==> config.mk <==
export PLATFORM = sky130hd
export DESIGN_NAME = eoq_list_logic
export DESIGN_NICKNAME = d
export VERILOG_FILES = /design/src/design/eoq_pkg.sv /design/src/design/eoq_list_logic.sv
export SDC_FILE = /design/constraint.sdc
export NUM_CORES = 1
export LEC_CHECK = 0
export BUFFER_PORTS_ARGS = -buffer_cell sky130_fd_sc_hd__buf_4
export CAP_MARGIN = 15
export CORE_ASPECT_RATIO = 0.5
export CORE_UTILIZATION = 51
export DETAILED_ROUTE_END_ITERATION = 10
export GPL_TIMING_DRIVEN = 0
export PLACE_DENSITY = 0.9
export SYNTH_ARGS = -nofsm -noshare
export SYNTH_HDL_FRONTEND = slang
export SYNTH_SLANG_ARGS = --single-unit
==> constraint.sdc <==
create_clock -name vclk -period 3.5
set_input_delay 0.7 -clock vclk [all_inputs]
set_output_delay 0.7 -clock vclk [all_outputs]
set_load 0.005 [all_outputs]
==> src/design/eoq_pkg.sv <==
`default_nettype none
// ============================================================================
// eoq_pkg: shared types and constants for the elevator order queue
// Floor and command encodings, the command item and the default stop count.
// ============================================================================
package eoq_pkg;

    // Width of a floor number on the command and result channels.
    localparam int FLOOR_W = 2;

    // Default number of stop slots.
    localparam int NUM_FLOORS_DEF = 4;

    typedef logic [FLOOR_W-1:0] floor_t;

    typedef enum logic [1:0] {
        OP_ADD      = 2'd0,
        OP_SET_LAST = 2'd1,
        OP_POP      = 2'd2,
        OP_CLEAR    = 2'd3
    } op_t;

    typedef enum logic [1:0] {
        BTN_UP   = 2'd0,
        BTN_DOWN = 2'd1,
        BTN_CAB  = 2'd2,
        BTN_ANY  = 2'd3
    } button_t;

    typedef struct packed {
        op_t     op;
        floor_t  current_floor;
        floor_t  requested_floor;
        button_t button;
    } item_t;

endpackage
`default_nettype wire

==> src/design/eoq_list_logic.sv <==
`default_nettype none
// ============================================================================
// eoq_list_logic: next-state logic of the stop list
// Applies one command to the last floor and the packed list of stops.
// ============================================================================
module eoq_list_logic
    import eoq_pkg::*;
#(
    parameter int NUM_FLOORS = NUM_FLOORS_DEF
)
(
    input  item_t                 item,
    input  logic                  last_vld,
    input  floor_t                last_floor,
    input  logic [NUM_FLOORS-1:0] slot_vld,
    input  floor_t                slot_floor [NUM_FLOORS],
    output logic                  last_vld_next,
    output floor_t                last_floor_next,
    output logic [NUM_FLOORS-1:0] slot_vld_next,
    output floor_t                slot_floor_next [NUM_FLOORS]
);

    always_comb
    begin
        logic   [NUM_FLOORS-1:0] pa_vld;
        floor_t                  pa_floor [NUM_FLOORS];
        logic   [NUM_FLOORS-1:0] hit;
        logic   [NUM_FLOORS-1:0] ins;
        logic   [NUM_FLOORS-1:0] stop;
        logic   [NUM_FLOORS-1:0] pick;
        logic   [NUM_FLOORS-1:0] at_or_after_pick;
        logic   [NUM_FLOORS-1:0] after_copy;
        logic                    dest_gt_a;
        logic                    dest_lt_a;
        logic                    going_up;
        logic                    between;
        logic                    dir_ok;
        logic                    drop;
        floor_t                  dest;

        last_vld_next   = last_vld;
        last_floor_next = last_floor;
        slot_vld_next   = slot_vld;
        slot_floor_next = slot_floor;
        dest            = item.requested_floor;

        // Path points: the last sensed floor, then each stop in turn.
        pa_vld[0]   = last_vld;
        pa_floor[0] = last_floor;
        for (int i = 1; i < NUM_FLOORS; i++)
        begin
            pa_vld[i]   = slot_vld[i-1];
            pa_floor[i] = slot_floor[i-1];
        end

        // An unknown path point sits below every floor.
        for (int k = 0; k < NUM_FLOORS; k++)
        begin
            dest_gt_a = !pa_vld[k] || (dest > pa_floor[k]);
            dest_lt_a = pa_vld[k] && (dest < pa_floor[k]);
            going_up  = !pa_vld[k] || (slot_floor[k] > pa_floor[k]);
            between   = slot_vld[k] && ((dest_gt_a && dest < slot_floor[k]) ||
                                        (dest_lt_a && dest > slot_floor[k]));
            unique case (item.button)
                BTN_UP:   dir_ok = going_up;
                BTN_DOWN: dir_ok = !going_up;
                default:  dir_ok = 1'b1;
            endcase
            hit[k]  = slot_vld[k] && (slot_floor[k] == dest);
            ins[k]  = between && dir_ok;
            stop[k] = hit[k] || !slot_vld[k] || ins[k];
        end

        pick             = stop & (~stop + 1'b1);
        at_or_after_pick = ~(pick - 1'b1);
        // Slots past the stored copy of the floor keep their place on insertion.
        after_copy       = ~((hit << 1) - 1'b1);

        // The car standing at the requested floor with an empty list still books it.
        drop = !(!slot_vld[0] && dest == item.current_floor) &&
               last_vld && dest == last_floor && last_floor == item.current_floor;

        unique case (item.op)
            OP_ADD:
            begin
                if (!drop && (pick & hit) == '0)
                begin
                    if ((pick & ~slot_vld) != '0)
                    begin
                        for (int i = 0; i < NUM_FLOORS; i++)
                        begin
                            if (pick[i])
                            begin
                                slot_vld_next[i]   = 1'b1;
                                slot_floor_next[i] = dest;
                            end
                        end
                    end
                    else if (pick != '0)
                    begin
                        for (int i = 1; i < NUM_FLOORS; i++)
                        begin
                            if (at_or_after_pick[i] && !pick[i] && !after_copy[i])
                            begin
                                slot_vld_next[i]   = slot_vld[i-1];
                                slot_floor_next[i] = slot_floor[i-1];
                            end
                        end
                        for (int i = 0; i < NUM_FLOORS; i++)
                        begin
                            if (pick[i])
                            begin
                                slot_vld_next[i]   = 1'b1;
                                slot_floor_next[i] = dest;
                            end
                        end
                    end
                end
            end
            OP_SET_LAST:
            begin
                last_vld_next   = 1'b1;
                last_floor_next = item.current_floor;
            end
            OP_POP:
            begin
                for (int i = 0; i < NUM_FLOORS - 1; i++)
                begin
                    slot_vld_next[i]   = slot_vld[i+1];
                    slot_floor_next[i] = slot_floor[i+1];
                end
                slot_vld_next[NUM_FLOORS-1] = 1'b0;
            end
            OP_CLEAR:
            begin
                slot_vld_next = '0;
            end
        endcase
    end

endmodule
`default_nettype wire

==> results.md, run 1 <==
* Initial antenna violation count at 0
* Final setup fails at 12
* Vias in the first global route at 1881
* Period minus WS final at 3.934 ns
* CP Data Arrival Time at 3.23 ns
* DR vias at 2148
* Seq Cell Count at 0
* Area grow syn2layout at 58.68%
* Initial drt markers at 588
* Uppermost layer routed: met4
* # IOs at 38
* Commonest cells after routing, fill and taps aside: 51 x buf_4, 17 x nand2_1, 13 x ha_1
* Core area at 2342 um^2
* Diode count at 0
* Failing checks: negative setup slack
* Fillers at 81
* Largest family of logic cells by synthesized area: compound AO/OA/AOI/OAI gates
* Routed wire length at 6834 um
* DR WL/cell at 24.49 um
* Vias/cell at 7.699
* Die Y at 38.27 um
* Port Buf Inserts at 36
* Fmax at 254.2 MHz
* Post-Syn Area at 1341 um^2
* Worst min path class: in2out
* Worst-Margin Slew at 0.6105 ns
* Synth warnings at 0
* Post-Synth Simple-Gate Area at 27.89%
* Critical Path Start Type: input pin
* Synthesized instance count at 191
* DR DRC count at 0
* Final worst path period share at 112.4%
* FF+latch area at 0 um^2
* Relative slew slack at 58.96%
* Final net count at 288
* Initial Util at 57.26%
* Share of cells above drive strength 1 at 45.08%
* Post-synthesis mux area share at 5.784%
* Syn Nets at 233
* Kind of critical path: in2out
* Met3 wire len at 1111 um
* Post-Synth Adder-Cell Area at 17.72%
* Total gr overflow at 0
* Syn avg cell area at 7.022 um^2
* Multi-input logic area at 1558 um^2
* Pwr Total at 0.4201 mW
* RSZ-0062 raised after global routing: true
* Complex-gate fraction of the synthesized area at 37.78%
* All-Layer GR Usage at 44.42%
* DRT Pass-1 Iters at 8
* Die ar. at 2852 um^2
* Max-slew violations at 0
* Floorplan row count at 12
* Status: finished, violations left
* Synth Area in XOR/XNOR at 3.918%
* VDD IR max at 134.1 uV
* Post-route setup TNS at -3.722 ns
* Final GP Congestion at 0.9166
* MaxCap Viol Count at 0
* # hold bufs at CTS at 0
* Met2 routed WL at 2689 um
* PwrDens at 197.4 nW/um^2
* Largest net degree at the start of global routing at 11
* Most common cell after layout, fill and taps aside: buf_4
* First-pass GRT wire length at 9328 um
* Worst Path Max Fanout at 5
* Fin. Hold Viols at 0
* M1 wire length at 2417 um
* Leakage at 0.9038 nW
* Final setup margin at -0.4345 ns
* Critical Path End Type: output pin
* Netlist cell types at 53
* Post-route ant nets at 0
* Crit path required time at 2.80 ns
* DIE WIDTH at 74.53 um
* Register area share after synthesis at 0%
* Clkbuf count at 0
* Post-detail-place hpwl at 3460 um
==> per-layer routing <==
| metal | GRT usage (%) | up-vias |
|---|---|---|
| met2 | 72.30 | 264 |
| met3 | 18.16 | 111 |
| met1 | 50.62 | 924 |
| met5 | 0 | - |
| li1 | - | 849 |
| met4 | 23.58 | 0 |
==> critical path: stages <==
cell and delay [ns]:
buf_4 0.14, ha_1 0.32, nor2b_2 0.17, o21ai_2 0.19, mux2i_2 0.35, buf_4 0.20, a221oi_4 0.08, buf_4 0.20
or4_4 0.49, a21oi_2 0.16, a311o_1 0.13, buf_4 0.11
==> synthesized netlist by cell type (2+ instances only) <==
library cell   n  area (um^2)
nand3_1       10        50.05
o31ai_1        5        37.54
xor2_1         6        52.55
nor4_1         3        18.77
o2111ai_1      2        17.52
a311o_1        2        20.02
o2bb2ai_1      2        17.52
a32oi_1        3        26.28
a211o_1        3        26.28
a22o_1         2        17.52
and3_1         4        25.02
and2_1         4        25.02
o22a_1         2        17.52
inv_1         17        63.81
a2bb2oi_1      2        17.52
o32ai_1        2        17.52
ha_1          19        237.7
a21oi_1        8        40.04
o211ai_2       2        25.02
o21a_1         2        15.01
a211oi_1       3        22.52
o21ai_0       12        60.06
o22ai_1        2        12.51
nand2b_1      12        75.07
mux2i_1        4        40.04
nor3_1         3        15.01
nor2_1         4        15.01
nand2_1       19        71.32
clkbuf_1       2        7.510
mux2_2         2        22.52
nor2b_1        6        37.54
==> final cells by class <==
class              instances  share of cell area [%]
plain buffers              4                  0.9406
inverters                 18                   3.645
multi-input cells        168                   73.19
well taps                 35                   2.058
repair buffers            54                   20.16
==> final timing paths <==
check | start | endpoint | slack, ns | depth (start not counted)
hold / removal | slot_floor[0] | slot_floor_next[0] | 1.70 | 3
setup / recovery | slot_floor[7] | slot_floor_next[2] | -0.43 | 12
==> power breakdown <==
part           switching [mW]  internal [mW]  total [mW]  leakage (nW)
Sequential                  0              0           0             0
Clock                       0              0           0             0
Combinational           0.232          0.189       0.420         0.904
==> metrics by stage <==
stage / hold slack (ns) / area, um^2 / utilization, % / instances / worst slack [ns]
floorplan: 1.491 / 1351 / - / 191 / 0.005866
global placement: 1.691 / 1665 / 71.10 / 262 / -0.4737
detailed placement: 1.701 / 1665 / 71.10 / 262 / -0.5259
CTS: 1.701 / 2004 / 85.58 / 275 / -0.2181
global route: 1.721 / 2128 / 90.87 / 279 / -0.5893
finish: 1.700 / 2128 / 90.87 / 279 / -0.4345
==> kinds of logic (layout without fill, tap and decap cells) <==
logic type | Yosys count | in the layout
multiplexers | 7 | 7
AND/OR/NAND/NOR | 70 | 70
adder cells (fa/ha/maj) | 19 | 19
buffers and inverters | 23 | 76
XOR/XNOR | 6 | 6
AO/OA/AOI/OAI | 66 | 66
==> what timing repair did <==
action,CTS,global route
setup endpoints to repair,12,12
hold endpoints to repair,0,0
pin swaps,23,12
resized for setup,51,22
gates cloned,0,0
buffers inserted,13,5
Power figures use the tool's default switching activity.
==> run 2: changes to the inputs <==
- CORE_MARGIN: default -> 3
==> results.md, run 2 (same netlist as run 1, synthesis figures left out) <==
* Routed wire length at 7453 um (+9.1%)
* Status: finished, violations left
* Initial drt markers at 349 (-41%)
* Commonest cells after routing, fill and taps aside: 54 x buf_4, 17 x nand2_1, 13 x inv_1, 13 x ha_1, 10 x nand2b_1
* FF+latch area at 0 um^2 (unchanged)
* Final GP Congestion at 0.9639 (+5.2%)
* Final std cells w/o fill at 285 (+2.2%)
* Failing checks: negative setup slack
* Fillers at 89 (+9.9%)
* Fin area at 2148 um^2 (+0.94%)
* M2 GR Usage at 58.85% (-13 points)
* Max-slew violations at 0 (unchanged)
* First-pass GRT wire length at 9694 um (+3.9%)
* Critical Path Start Type: input pin
* Period minus WS final at 4.167 ns (+0.2328 ns)
* All-Layer GR Usage at 36.17% (-8.2 points)
* Final net count at 294 (+2.1%)
* Critical path launch point: item[2]
* Crit path required time at 2.80 ns (about the same)
* Largest net degree at the start of global routing at 11 (unchanged)
* Die ar. at 3319 um^2 (+16%)
* Fin. Hold Viols at 0 (unchanged)
* Post-route ant nets at 0 (unchanged)
* # IOs at 38 (unchanged)
* Worst min path class: in2out
* Multi-input logic area at 1513 um^2 (-2.9%)
* Final Core Density at 91.14% (+0.27 points)
* Final worst path period share at 119.1% (+6.7 points)
* Worst-Margin Slew at 0.7839 ns (+0.1734 ns)
* DIE WIDTH at 78.53 um (+5.4%)
* DRT Pass-1 Iters at 7 (-1)
* Total gr overflow at 0 (unchanged)
* Placed cell areas at 1665 um^2 (unchanged)
* # hold bufs at CTS at 0 (unchanged)
* Worst Path Max Fanout at 4 (-1)
* Worst setup path end: slot_vld_next[1]
* Core area at 2357 um^2 (+0.64%)
* Post-detail-place hpwl at 3364 um (-2.8%)
* Diode count at 0 (unchanged)
* Critical Path End Type: output pin
* Floorplan row count at 12 (unchanged)
* Seq Cell Count at 0 (unchanged)
* Most common cell after layout, fill and taps aside: buf_4
* Dpl cells at 262 (unchanged)
* Kind of critical path: in2out
* Final setup fails at 12 (unchanged)
* Busiest layer in global routing: met2
* Leakage at 0.9336 nW (+3.3%)
* Port Buf Inserts at 36 (unchanged)
* MaxCap Viol Count at 0 (unchanged)
* Initial Util at 56.90% (-0.36 points)
* RSZ-0062 raised after global routing: true
* Relative slew slack at 47.31% (-12 points)
* Initial antenna violation count at 0 (unchanged)
* DR WL/cell at 26.15 um (+6.8%)
* Clkbuf count at 0 (unchanged)
* Area grow syn2layout at 60.17%
* VDD IR max at 126.3 uV (-5.8%)
* Post-route setup TNS at -5.701 ns (-1.979 ns)
* DR DRC count at 0 (unchanged)
* Share of cells above drive strength 1 at 44.80% (-0.28 points)
* Vias in the first global route at 2005 (+6.6%)
* Met1 GRT Util at 43.50% (-7.1 points)
* Met3 usage in global routing at 8.798% (-9.4 points)
* Die Y at 42.27 um (+10%)
* PwrDens at 200.8 nW/um^2 (+1.7%)
* Final setup margin at -0.6673 ns (-0.2328 ns)
* Worst hold slack at 1.705 ns (+0.005440 ns)
* Vias/cell at 7.723 (+0.31%)
* DR vias at 2201 (+2.5%)
* Fmax at 240.0 MHz (-5.6%)
* CP Data Arrival Time at 3.47 ns (+0.24 ns)
==> run 2: cell types whose count changed in the layout (fill, tap and decap cells not counted), sizes merged <==
cell	before	now
buf	56	62
==> run 2: worst max-delay path, cell delays in order <==
cell and delay, ns:
buf_12 0.08, clkinvlp_4 0.14, buf_12 0.17, ha_4 0.23, a21boi_4 0.23, nand2_1 0.11
mux2_4 0.31, a221oi_4 0.46, buf_4 0.23, a21boi_1 0.23, a211oi_1 0.08, o31ai_1 0.30
buf_4 0.17
==> run 2: stage by stage <==
step,setup slack (ns),power [mW]
after floorplan,0.005866,0.1772
after global placement,-0.4808,0.2627
after detailed placement,-0.5516,0.2697
after CTS,-0.2477,0.3489
after global routing,-0.6369,0.4455
final,-0.6673,0.4314
==> run 2: cell type report <==
cell class	instances	share of cell area, %
Tap cell	35	2.038
Multi-Input combinational cell	168	70.41
Inverter	18	3.611
Buffer	4	0.9319
Timing Repair Buffer	60	23.01
==> run 2: layer usage <==
metal / up-vias / wire [um]
met5: - / 0
met2: 283 / 2891
met3: 110 / 1263
met4: 0 / 765
met1: 959 / 2532
li1: 849 / -
==> run 2: timing repair <==
action                                  4_1_cts  5_1_grt
buffers inserted                             23        1
endpoints found under the setup margin       12       12
pin swaps                                    20       12
gates resized for setup                      41       20
==> run 2: worst min path at each step <==
stage / slack, ns / endpoint / from / cells after the start
6_report: 1.71 / slot_floor_next[0] / slot_floor[0] / 3
5_1_grt: 1.73 / slot_floor_next[1] / slot_floor[1] / 3
4_1_cts: 1.70 / last_vld_next / last_vld / 3
3_5_place_dp: 1.70 / last_vld_next / last_vld / 3
3_3_place_gp: 1.69 / last_vld_next / last_vld / 3
2_1_floorplan: 1.49 / last_vld_next / last_vld / 1
==> run 2: power by group <==
part / internal, mW / total (mW) / switching, mW / leakage, nW
clock: 0 / 0 / 0 / 0
combinational: 0.197 / 0.431 / 0.234 / 0.934
sequential: 0 / 0 / 0 / 0
